<file path="src/sv/pgeg_pkg.sv">
// Shared types and constants for the periodic grain envelope gate.
package pgeg_pkg;

   // Tick counter and grain countdown width.
   localparam int TICK_BITS = 16;

   // Configuration register widths.
   localparam int LENGTH_BITS = 16;
   localparam int RATE_BITS   = 7;
   localparam int RAMP_BITS   = 12;

   // Configuration write channel.
   localparam int CSR_INDEX_BITS = 4;
   localparam int CSR_DATA_BITS  = 16;

   // Envelope gain: unsigned, ENV_ONE stands for unity.
   localparam int ENV_BITS = 17;
   localparam logic [ENV_BITS-1:0] ENV_ONE = 17'h10000;

   // Shared divider: quotient bits, bits retired per cycle, iteration count and its counter width.
   localparam int DIV_BITS     = 16;
   localparam int DIV_STEP     = 2;
   localparam int DIV_CYCLES   = DIV_BITS / DIV_STEP;
   localparam int DIV_CNT_BITS = $clog2(DIV_CYCLES);

   // Register indexes on the configuration channel.
   typedef enum logic [CSR_INDEX_BITS-1:0] {
      REG_GRAIN_LENGTH = 4'd0,
      REG_TRIGGER_RATE = 4'd1,
      REG_ATTACK_LEN   = 4'd2,
      REG_DECAY_LEN    = 4'd3
   } reg_index_type;

   // Request to the divider: the quotient is (rem_init:dividend) / divisor.
   // rem_init must be below divisor so that the quotient fits DIV_BITS.
   typedef struct packed {
      logic                start;
      logic [DIV_BITS-1:0] rem_init;
      logic [DIV_BITS-1:0] dividend;
      logic [DIV_BITS-1:0] divisor;
   } div_req_type;

   // Divider answer, valid in the cycle that done is high.
   typedef struct packed {
      logic                done;
      logic                busy;
      logic [DIV_BITS-1:0] quotient;
      logic [DIV_BITS-1:0] remainder;
   } div_rsp_type;

endpackage

</file>
<file path="src/sv/pgeg_div.sv">
// Shared radix-4 restoring divider for the trigger period, phase and envelope.
module pgeg_div (
   input  logic                  clock,
   input  logic                  reset,
   input  pgeg_pkg::div_req_type req,
   output pgeg_pkg::div_rsp_type rsp
);
   import pgeg_pkg::*;

   logic [DIV_BITS-1:0]     rem_ff, rem_in;
   logic [DIV_BITS-1:0]     dvd_ff, dvd_in;
   logic [DIV_BITS-1:0]     quo_ff, quo_in;
   logic [DIV_BITS-1:0]     divisor_ff, divisor_in;
   logic [DIV_CNT_BITS-1:0] cnt_ff, cnt_in;
   logic                    busy_ff, busy_in;
   logic                    done_ff, done_in;

   logic [DIV_BITS-1:0]     rem_v, dvd_v, quo_v;
   logic [DIV_BITS:0]       trial;

   // Two compare-and-subtract steps per cycle on the partial remainder.
   always_comb begin
      rem_v = rem_ff;
      dvd_v = dvd_ff;
      quo_v = quo_ff;
      trial = '0;
      for (int i = 0; i < DIV_STEP; i++) begin
         trial = {rem_v, dvd_v[DIV_BITS-1]};
         if (trial >= {1'b0, divisor_ff}) begin
            rem_v = DIV_BITS'(trial - {1'b0, divisor_ff});
            quo_v = {quo_v[DIV_BITS-2:0], 1'b1};
         end else begin
            rem_v = trial[DIV_BITS-1:0];
            quo_v = {quo_v[DIV_BITS-2:0], 1'b0};
         end
         dvd_v = {dvd_v[DIV_BITS-2:0], 1'b0};
      end
   end

   // Load on start, then iterate, counting steps, until the last step raises done.
   always_comb begin
      rem_in     = rem_ff;
      dvd_in     = dvd_ff;
      quo_in     = quo_ff;
      divisor_in = divisor_ff;
      cnt_in     = cnt_ff;
      busy_in    = busy_ff;
      done_in    = 1'b0;
      if (req.start) begin
         rem_in     = req.rem_init;
         dvd_in     = req.dividend;
         quo_in     = '0;
         divisor_in = req.divisor;
         cnt_in     = '0;
         busy_in    = 1'b1;
      end else if (busy_ff) begin
         rem_in = rem_v;
         dvd_in = dvd_v;
         quo_in = quo_v;
         cnt_in = cnt_ff + 1'b1;
         if (cnt_ff == DIV_CNT_BITS'(DIV_CYCLES - 1)) begin
            busy_in = 1'b0;
            done_in = 1'b1;
         end
      end
   end

   always_ff @(posedge clock) begin
      if (reset) begin
         busy_ff <= 1'b0;
         done_ff <= 1'b0;
         cnt_ff  <= '0;
      end else begin
         busy_ff <= busy_in;
         done_ff <= done_in;
         cnt_ff  <= cnt_in;
      end
      rem_ff     <= rem_in;
      dvd_ff     <= dvd_in;
      quo_ff     <= quo_in;
      divisor_ff <= divisor_in;
   end

   assign rsp.done      = done_ff;
   assign rsp.busy      = busy_ff;
   assign rsp.quotient  = quo_ff;
   assign rsp.remainder = rem_ff;

`ifndef SYNTHESIS
   // A new division is never started on top of one in progress.
   a_no_restart: assert property (@(posedge clock) disable iff (reset)
      req.start |-> !busy_ff)
      else $error("divider restarted while busy");

   // A finished division leaves a remainder below the divisor.
   a_rem_bound: assert property (@(posedge clock) disable iff (reset)
      done_ff |-> (rem_ff < divisor_ff))
      else $error("divider remainder not below divisor");

   // Completion is a single-cycle pulse.
   a_done_pulse: assert property (@(posedge clock) disable iff (reset)
      done_ff |=> !done_ff)
      else $error("divider done held for more than one cycle");
`endif

endmodule

</file>
<file path="src/sv/pgeg_lane.sv">
// One channel lane: sample times envelope gain, floored back to sample width.
module pgeg_lane #(
   parameter int SAMPLE_BITS = 24
) (
   input  logic                                 clock,
   input  logic signed [SAMPLE_BITS-1:0]        sample,
   input  logic        [pgeg_pkg::ENV_BITS-1:0] env,
   output logic signed [SAMPLE_BITS-1:0]        scaled
);
   import pgeg_pkg::*;

   localparam int PROD_BITS = SAMPLE_BITS + ENV_BITS + 1;

   logic signed [PROD_BITS-1:0] prod_ff, prod_in;

   // Signed by unsigned multiply; the gain is widened with a zero sign bit and both
   // operands are extended to the full product width first.
   assign prod_in = PROD_BITS'(sample) * PROD_BITS'($signed({1'b0, env}));

   always_ff @(posedge clock) begin
      prod_ff <= prod_in;
   end

   // Arithmetic shift by the gain's fraction bits floors toward minus infinity.
   assign scaled = prod_ff[SAMPLE_BITS+ENV_BITS-2:ENV_BITS-1];

endmodule

</file>
<file path="src/sv/periodic_grain_envelope_gate.sv">
// Top level: trigger timing, grain countdown, envelope sequencing and output merge.
//
//   channel  direction  handshake              payload
//   req      in         req_tvalid/req_tready  tdata: left_in, right_in
//   rsp      out        rsp_tvalid/rsp_tready  tdata: left_out, right_out; tuser: grain_active
//   csr      in         csr_valid/csr_ready    csr_index, csr_data
//
// One item at a time runs from acceptance to a waiting result through these steps:
// period and phase passes of the shared divider when triggering is on, the update,
// an envelope gain pass on a ramp, the multiply and the merge. The next item can be
// taken in the cycle after the merge. A finished result sits in the output register
// while the next item is accepted. Reset is synchronous and clears configuration,
// tick counter, grain countdown and handshake state. A stalled result holds the
// sequencer in its last step until the output register frees. Configuration writes
// are always taken.
module periodic_grain_envelope_gate #(
   parameter int FRAME_RATE  = 44100,
   parameter int SAMPLE_BITS = 24
) (
   input  logic                                   clock,
   input  logic                                   reset,
   // left_in, right_in
   input  logic [((2*SAMPLE_BITS+7)/8)*8-1:0]     req_tdata,
   input  logic                                   req_tvalid,
   output logic                                   req_tready,
   // left_out, right_out
   output logic [((2*SAMPLE_BITS+7)/8)*8-1:0]     rsp_tdata,
   // grain_active
   output logic [0:0]                             rsp_tuser,
   output logic                                   rsp_tvalid,
   input  logic                                   rsp_tready,
   input  logic [pgeg_pkg::CSR_INDEX_BITS-1:0]    csr_index,
   input  logic [pgeg_pkg::CSR_DATA_BITS-1:0]     csr_data,
   input  logic                                   csr_valid,
   output logic                                   csr_ready
);
   import pgeg_pkg::*;

   localparam int TDATA_BITS = ((2*SAMPLE_BITS+7)/8)*8;
   localparam logic [TICK_BITS-1:0] FRAME_LAST = TICK_BITS'(FRAME_RATE - 1);
   localparam logic [DIV_BITS-1:0]  FRAME_VAL  = DIV_BITS'(FRAME_RATE);

   typedef enum logic [2:0] {
      ST_IDLE,
      ST_PERIOD,
      ST_MODULO,
      ST_UPDATE,
      ST_ENV,
      ST_MUL,
      ST_DONE
   } state_type;

   state_type                      state_ff, state_in;
   logic [LENGTH_BITS-1:0]         grain_length_ff, grain_length_in;
   logic [RATE_BITS-1:0]           trigger_rate_ff, trigger_rate_in;
   logic [RAMP_BITS-1:0]           attack_len_ff, attack_len_in;
   logic [RAMP_BITS-1:0]           decay_len_ff, decay_len_in;
   logic [TICK_BITS-1:0]           tick_ff, tick_in;
   logic [TICK_BITS-1:0]           tick_now_ff, tick_now_in;
   logic [TICK_BITS-1:0]           remaining_ff, remaining_in;
   logic                           fire_ff, fire_in;
   logic                           active_ff, active_in;
   logic [ENV_BITS-1:0]            env_ff, env_in;
   logic signed [SAMPLE_BITS-1:0]  left_ff, left_in;
   logic signed [SAMPLE_BITS-1:0]  right_ff, right_in;
   logic signed [SAMPLE_BITS-1:0]  rsp_left_ff, rsp_left_in;
   logic signed [SAMPLE_BITS-1:0]  rsp_right_ff, rsp_right_in;
   logic                           rsp_active_ff, rsp_active_in;
   logic                           rsp_tvalid_ff, rsp_tvalid_in;
   div_req_type                    div_req_ff, div_req_in;
   div_rsp_type                    div_rsp;

   logic signed [SAMPLE_BITS-1:0]  left_scaled, right_scaled;
   logic [TICK_BITS-1:0]           tick_wrap;
   logic [DIV_BITS-1:0]            period;
   logic [TICK_BITS-1:0]           rem_next;
   logic [TICK_BITS-1:0]           r_val;
   logic [TICK_BITS-1:0]           decay_wide;
   logic                           full_level;
   logic                           use_attack;
   logic                           use_decay;
   logic                           req_fire;
   logic                           rsp_fire;
   logic                           rsp_free;

   assign req_tready = (state_ff == ST_IDLE);
   assign csr_ready  = 1'b1;
   assign req_fire   = req_tvalid && req_tready;
   assign rsp_fire   = rsp_tvalid_ff && rsp_tready;
   assign rsp_free   = !rsp_tvalid_ff || rsp_tready;

   // Tick counter folds back to zero once it passes the last tick of a frame.
   assign tick_wrap = (tick_ff > FRAME_LAST) ? '0 : tick_ff;

   // A rate above the frame rate gives a zero period, which triggers every tick.
   assign period = (div_rsp.quotient == '0) ? DIV_BITS'(1) : div_rsp.quotient;

   // Countdown after an optional reload, and the envelope region it falls in.
   assign rem_next   = fire_ff ? grain_length_ff : remaining_ff;
   assign r_val      = rem_next - 1'b1;
   assign decay_wide = TICK_BITS'(decay_len_ff);
   assign full_level = (grain_length_ff == '0) || (r_val >= grain_length_ff);
   assign use_attack = r_val < TICK_BITS'(attack_len_ff);
   assign use_decay  = (decay_wide != '0) && (decay_wide <= grain_length_ff) &&
                       (r_val > (grain_length_ff - decay_wide));

   // Sequencer, configuration and output register.
   always_comb begin
      state_in        = state_ff;
      grain_length_in = grain_length_ff;
      trigger_rate_in = trigger_rate_ff;
      attack_len_in   = attack_len_ff;
      decay_len_in    = decay_len_ff;
      tick_in         = tick_ff;
      tick_now_in     = tick_now_ff;
      remaining_in    = remaining_ff;
      fire_in         = fire_ff;
      active_in       = active_ff;
      env_in          = env_ff;
      left_in         = left_ff;
      right_in        = right_ff;
      rsp_left_in     = rsp_left_ff;
      rsp_right_in    = rsp_right_ff;
      rsp_active_in   = rsp_active_ff;
      rsp_tvalid_in   = rsp_tvalid_ff;
      div_req_in      = div_req_ff;
      div_req_in.start = 1'b0;

      // Configuration writes.
      if (csr_valid) begin
         unique case (reg_index_type'(csr_index))
            REG_GRAIN_LENGTH: grain_length_in = csr_data[LENGTH_BITS-1:0];
            REG_TRIGGER_RATE: trigger_rate_in = csr_data[RATE_BITS-1:0];
            REG_ATTACK_LEN:   attack_len_in   = csr_data[RAMP_BITS-1:0];
            REG_DECAY_LEN:    decay_len_in    = csr_data[RAMP_BITS-1:0];
            default: ;
         endcase
      end

      // The result leaves when the downstream side takes it.
      if (rsp_fire) begin
         rsp_tvalid_in = 1'b0;
      end

      unique case (state_ff)
         ST_IDLE: begin
            if (req_fire) begin
               left_in     = req_tdata[SAMPLE_BITS-1:0];
               right_in    = req_tdata[2*SAMPLE_BITS-1:SAMPLE_BITS];
               tick_now_in = tick_wrap;
               tick_in     = tick_wrap + 1'b1;
               fire_in     = 1'b0;
               if (trigger_rate_ff != '0) begin
                  div_req_in.start    = 1'b1;
                  div_req_in.rem_init = '0;
                  div_req_in.dividend = FRAME_VAL;
                  div_req_in.divisor  = DIV_BITS'(trigger_rate_ff);
                  state_in            = ST_PERIOD;
               end else begin
                  state_in = ST_UPDATE;
               end
            end
         end
         ST_PERIOD: begin
            if (div_rsp.done) begin
               div_req_in.start    = 1'b1;
               div_req_in.rem_init = '0;
               div_req_in.dividend = tick_now_ff;
               div_req_in.divisor  = period;
               state_in            = ST_MODULO;
            end
         end
         ST_MODULO: begin
            if (div_rsp.done) begin
               fire_in  = (div_rsp.remainder == '0);
               state_in = ST_UPDATE;
            end
         end
         ST_UPDATE: begin
            remaining_in = rem_next;
            active_in    = 1'b0;
            env_in       = '0;
            state_in     = ST_MUL;
            if (rem_next != '0) begin
               remaining_in = r_val;
               active_in    = 1'b1;
               env_in       = ENV_ONE;
               if (full_level) begin
                  env_in = ENV_ONE;
               end else if (use_attack) begin
                  div_req_in.start    = 1'b1;
                  div_req_in.rem_init = r_val;
                  div_req_in.dividend = '0;
                  div_req_in.divisor  = DIV_BITS'(attack_len_ff);
                  state_in            = ST_ENV;
               end else if (use_decay) begin
                  div_req_in.start    = 1'b1;
                  div_req_in.rem_init = grain_length_ff - r_val;
                  div_req_in.dividend = '0;
                  div_req_in.divisor  = DIV_BITS'(decay_len_ff);
                  state_in            = ST_ENV;
               end
            end
         end
         ST_ENV: begin
            if (div_rsp.done) begin
               env_in   = ENV_BITS'(div_rsp.quotient);
               state_in = ST_MUL;
            end
         end
         ST_MUL: begin
            // Lane products settle into their registers during this cycle.
            state_in = ST_DONE;
         end
         ST_DONE: begin
            // Merge both lanes and the gate flag into the output register.
            if (rsp_free) begin
               rsp_left_in   = left_scaled;
               rsp_right_in  = right_scaled;
               rsp_active_in = active_ff;
               rsp_tvalid_in = 1'b1;
               state_in      = ST_IDLE;
            end
         end
         default: state_in = ST_IDLE;
      endcase
   end

   always_ff @(posedge clock) begin
      if (reset) begin
         state_ff         <= ST_IDLE;
         grain_length_ff  <= '0;
         trigger_rate_ff  <= '0;
         attack_len_ff    <= '0;
         decay_len_ff     <= '0;
         tick_ff          <= '0;
         remaining_ff     <= '0;
         rsp_tvalid_ff    <= 1'b0;
         div_req_ff.start <= 1'b0;
      end else begin
         state_ff         <= state_in;
         grain_length_ff  <= grain_length_in;
         trigger_rate_ff  <= trigger_rate_in;
         attack_len_ff    <= attack_len_in;
         decay_len_ff     <= decay_len_in;
         tick_ff          <= tick_in;
         remaining_ff     <= remaining_in;
         rsp_tvalid_ff    <= rsp_tvalid_in;
         div_req_ff.start <= div_req_in.start;
      end
      div_req_ff.rem_init <= div_req_in.rem_init;
      div_req_ff.dividend <= div_req_in.dividend;
      div_req_ff.divisor  <= div_req_in.divisor;
      tick_now_ff         <= tick_now_in;
      fire_ff             <= fire_in;
      active_ff           <= active_in;
      env_ff              <= env_in;
      left_ff             <= left_in;
      right_ff            <= right_in;
      rsp_left_ff         <= rsp_left_in;
      rsp_right_ff        <= rsp_right_in;
      rsp_active_ff       <= rsp_active_in;
   end

   pgeg_div u_div (
      .clock (clock),
      .reset (reset),
      .req   (div_req_ff),
      .rsp   (div_rsp)
   );

   pgeg_lane #(
      .SAMPLE_BITS (SAMPLE_BITS)
   ) u_lane_left (
      .clock  (clock),
      .sample (left_ff),
      .env    (env_ff),
      .scaled (left_scaled)
   );

   pgeg_lane #(
      .SAMPLE_BITS (SAMPLE_BITS)
   ) u_lane_right (
      .clock  (clock),
      .sample (right_ff),
      .env    (env_ff),
      .scaled (right_scaled)
   );

   assign rsp_tdata  = TDATA_BITS'({rsp_right_ff, rsp_left_ff});
   assign rsp_tuser  = rsp_active_ff;
   assign rsp_tvalid = rsp_tvalid_ff;

`ifndef SYNTHESIS
   // With no grain sounding both channels are silent.
   a_idle_silent: assert property (@(posedge clock) disable iff (reset)
      (rsp_tvalid_ff && !rsp_active_ff) |-> (rsp_left_ff == '0 && rsp_right_ff == '0))
      else $error("output not silent without an active grain");

   // The tick counter never runs past one frame.
   a_tick_bound: assert property (@(posedge clock) disable iff (reset)
      tick_ff <= TICK_BITS'(FRAME_RATE))
      else $error("tick counter past frame length");

   // The gain handed to the lanes never exceeds unity.
   a_env_bound: assert property (@(posedge clock) disable iff (reset)
      (state_ff == ST_MUL) |-> (env_ff <= ENV_ONE))
      else $error("envelope gain above unity");

   // Divider answers arrive only while the sequencer waits for one.
   a_div_expected: assert property (@(posedge clock) disable iff (reset)
      div_rsp.done |-> (state_ff == ST_PERIOD || state_ff == ST_MODULO ||
                        state_ff == ST_ENV))
      else $error("unexpected divider completion");
`endif

endmodule

</file>
<file path="config.mk">
export PLATFORM = sky130hd
export DESIGN_NAME = periodic_grain_envelope_gate
export DESIGN_NICKNAME = d
export VERILOG_FILES = /design/src/sv/pgeg_pkg.sv /design/src/sv/pgeg_div.sv /design/src/sv/pgeg_lane.sv /design/src/sv/periodic_grain_envelope_gate.sv
export SDC_FILE = /design/constraint.sdc
export NUM_CORES = 2
export LEC_CHECK = 0
export BUFFER_PORTS_ARGS = -buffer_cell sky130_fd_sc_hd__buf_2
export CAP_MARGIN = 10
export CORE_MARGIN = 2
export CORE_UTILIZATION = 40
export DETAILED_ROUTE_END_ITERATION = 10
export GPL_ROUTABILITY_DRIVEN = 0
export PLACE_DENSITY_LB_ADDON = 0.1
export SYNTH_ARGS = -nofsm -noshare
export SYNTH_HDL_FRONTEND = slang
export SYNTH_SLANG_ARGS = --single-unit
export TNS_END_PERCENT = 50
</file>
<file path="constraint.sdc">
create_clock -name clock -period 9.8 [get_ports clock]
set_input_delay 0.98 -clock clock [delete_from_list [all_inputs] [get_ports clock]]
set_output_delay 0.98 -clock clock [all_outputs]
set_load 0.01 [all_outputs]
</file>
==> metrics.txt <==
status completed; number of synthesized flops with an enable pin 228; num rows 123; asr flop ratio synth 0%; clk_lat worst skew 0.64 ns; FF+latch count, synth 381; syn avg cell area 9.798 um^2; Slew Viols, Final 0; critical path depth 23; die area 115500 um^2; Cell Area, Placed ~47000 um^2; WL/cell 19.09 um; Iteration-0 DRC Markers roughly 1500; FF-to-FF path depth 23; Hold Crit Start u_lane_left.prod_ff[32]; worst flop-to-flop path startpoint env_ff[9]; CP max FO 38; Adder-Cell Fraction of Synth Area 42.26%; Cell Chain, Critical Path buf_4, nand2_1, fa_1, inv_1, fa_1, inv_1, fa_1, inv_1, fa_1, fa_1, inv_1, fa_1, inv_1, ha_1, and4_1, a221o_1, a22oi_1, nand2_1, a22o_1, a21o_1, o41ai_1, o21bai_1, xnor2_1; Final Hold Vio Count 0; Critical Path RT 10.31 ns; endpoint class of the critical path register; final net count 5780; gr ovfl total 0; initial antenna violation count 4; XOR/XNOR Fraction of Synth Area 2.931%; library cells used by synthesis 77; setup bufs post-CTS 0; simple-gate area share of the yosys netlist ~15%; register area share after synthesis 21.96%; io pins 125; slowest stage cell, crit path edfxtp_1; CTS Root Cell clkbuf_16; Ys Warns 0; Setup TNS 0 ns; largest family of logic cells by synthesized area adder cells; CTS tree built; clk buf depth 3; chip width between 300 and 400 um; RSZ-0062 raised after global routing no; Core ar. 112200 um^2; fmax 133.8 MHz; cts bufs inserted 46; H-Tree Depth 2; slew of the pin with the lowest slew margin 1.090 ns; largest net degree at the start of global routing 90; CTS Sinks approximately 380; mux share of post-synthesis cell area 2.546%; predominant post-synthesis flop cell edfxtp_1; vias in the first global route 33290; FILL cells 10970; final setup violation count 0; post-DP HPWL 89960 um; Synth Cell Area 45120 um^2; Setup CP Type register to register; DR vias/cell between 4 and 5; Critical Path AT ~8.0 ns; Mapped Cells 4605; Final period util 76.24%; hold path depth 0; clock skew ~0.026 ns; clock slew at reported path FFs 0.07 ns; Rel. slew slack 27.33%; Final Instance Area 49090 um^2; Worst setup SP type register; CTS Hold Bufs 0; layout cells sized above 1 6.570%; port bufs between 100 and 150; post-cts resize count 0; CP Buf/Inv Count 6; worst setup path startpoint env_ff[9]; cell family contributing the most delay on the critical path adder cells; DR vias 30690; most frequent cells in the layout 1004 x inv_1, 778 x fa_1, 510 x nand2_1, 420 x and2_1, 279 x ha_1; peak per-stage delay on the critical path 0.65 ns; global-route wire length before repair 189800 um; commonest non-fill, non-tap cell in the layout inv_1; syn nets 5735; Compound-Gate Fraction of Synth Area 5.641%; DP Worst Slack 2.359 ns; minimum clock period 7.471 ns; Hold Path Class register to register; Starting Density 40.22%; Area growth, synth to finish 8.808%; DRT Wirelength 118200 um; maxcap violations 0; Top cell by count, worst path fa_1; Total GRT Usage about a fifth; DR DRC count 0; Antenna Violating Nets Remaining 0; DR pass1 iterations 7; Die Ht ~340 um; worst setup margin 2.329 ns
[per-stage QoR]
| step | hold slack, ns | std cells | utilization (%) |
|---|---|---|---|
| floorplan | 0.3855 | 4605 | - |
| global placement | 0.3873 | 6102 | 42.26 |
| detailed placement | 0.3887 | 6102 | 42.26 |
| CTS | 0.4005 | 6188 | 43.75 |
| global route | 0.4063 | 6188 | 43.75 |
| finish | 0.3969 | 6190 | 43.76 |
[cell usage after synthesis (all sizes together), types with 11 or more instances]
cell    count  area [um^2]
and2      421         2634
ha        279         3491
a21o       67        503.0
nand4      19        118.9
mux2i      90        900.9
nor3       32        165.2
mux2       22        247.7
nand2b     17        106.4
fa        778        15570
and3       15        93.84
a221o      11        110.1
nand3      34        170.2
or3        14        87.58
o21ai      54        270.3
a211oi     15        112.6
xnor2     102        893.4
a22o       17        148.9
a21oi      98        490.5
o21a       20        150.1
a22oi      19        142.6
edfxtp    228         6847
buf        13        67.56
nor4       23        143.9
inv      1005         3772
clkbuf    174        653.1
nor2      179        671.9
nor2b      33        206.5
xor2       49        429.2
nand2     510         1914
dfxtp     153         3063
[routing by layer]
metal | vias up | routed length [um] | GRT usage [%]
met5 | - | 13 | 0
met4 | 2 | 3528 | 6.370
met3 | 148 | 4391 | 2.430
met2 | 549 | 60000 | 37.41
met1 | 15760 | 50270 | 27.35
li1 | 14230 | - | -
[layout make-up]
type,count,area (um^2),share of cell area (%)
inverter,1006,3777,7.694
antenna,2,5.005,0.01019
tap,1500,1877,3.823
timing repair buffer,184,1086,2.212
clock buffer,60,1306,2.661
sequential,381,9911,20.19
clock inverter,26,369.1,0.7519
multi-input combinational,3031,30760,62.66
[path summary, 6_finish.rpt]
check,slack (ns),endpoint
worst max register to register,2.33,u_lane_left.prod_ff[39]
worst min register to register,0.40,rsp_left_ff[16]
worst min-delay path,0.40,rsp_left_ff[16]
worst max-delay path,2.33,u_lane_left.prod_ff[39]
[cells by family after synthesis]
group,Yosys count
buf+inv,1193
simple gates,1336
mux,112
flops,381
compound gates,374
fa+ha+maj,1057
xor+xnor,151
other cells,1
[registers in the layout, indices dropped and copies added (netlist names), 3 cells and up]
signal                count
u_div.rem_ff             16
decay_len_ff             12
left_ff                  24
remaining_ff             16
div_req_ff               49
u_div.dvd_ff             16
u_div.quo_ff             16
u_lane_right.prod_ff     24
rsp_right_ff             24
tick_ff                  16
right_ff                 24
state_ff                  3
tick_now_ff              16
trigger_rate_ff           7
rsp_left_ff              24
u_div.divisor_ff         16
attack_len_ff            12
u_div.cnt_ff              3
u_lane_left.prod_ff      24
grain_length_ff          16
env_ff                   17
Power is not shown: default switching activity piles up to over one toggle a cycle in this logic, so the estimate is an artifact.
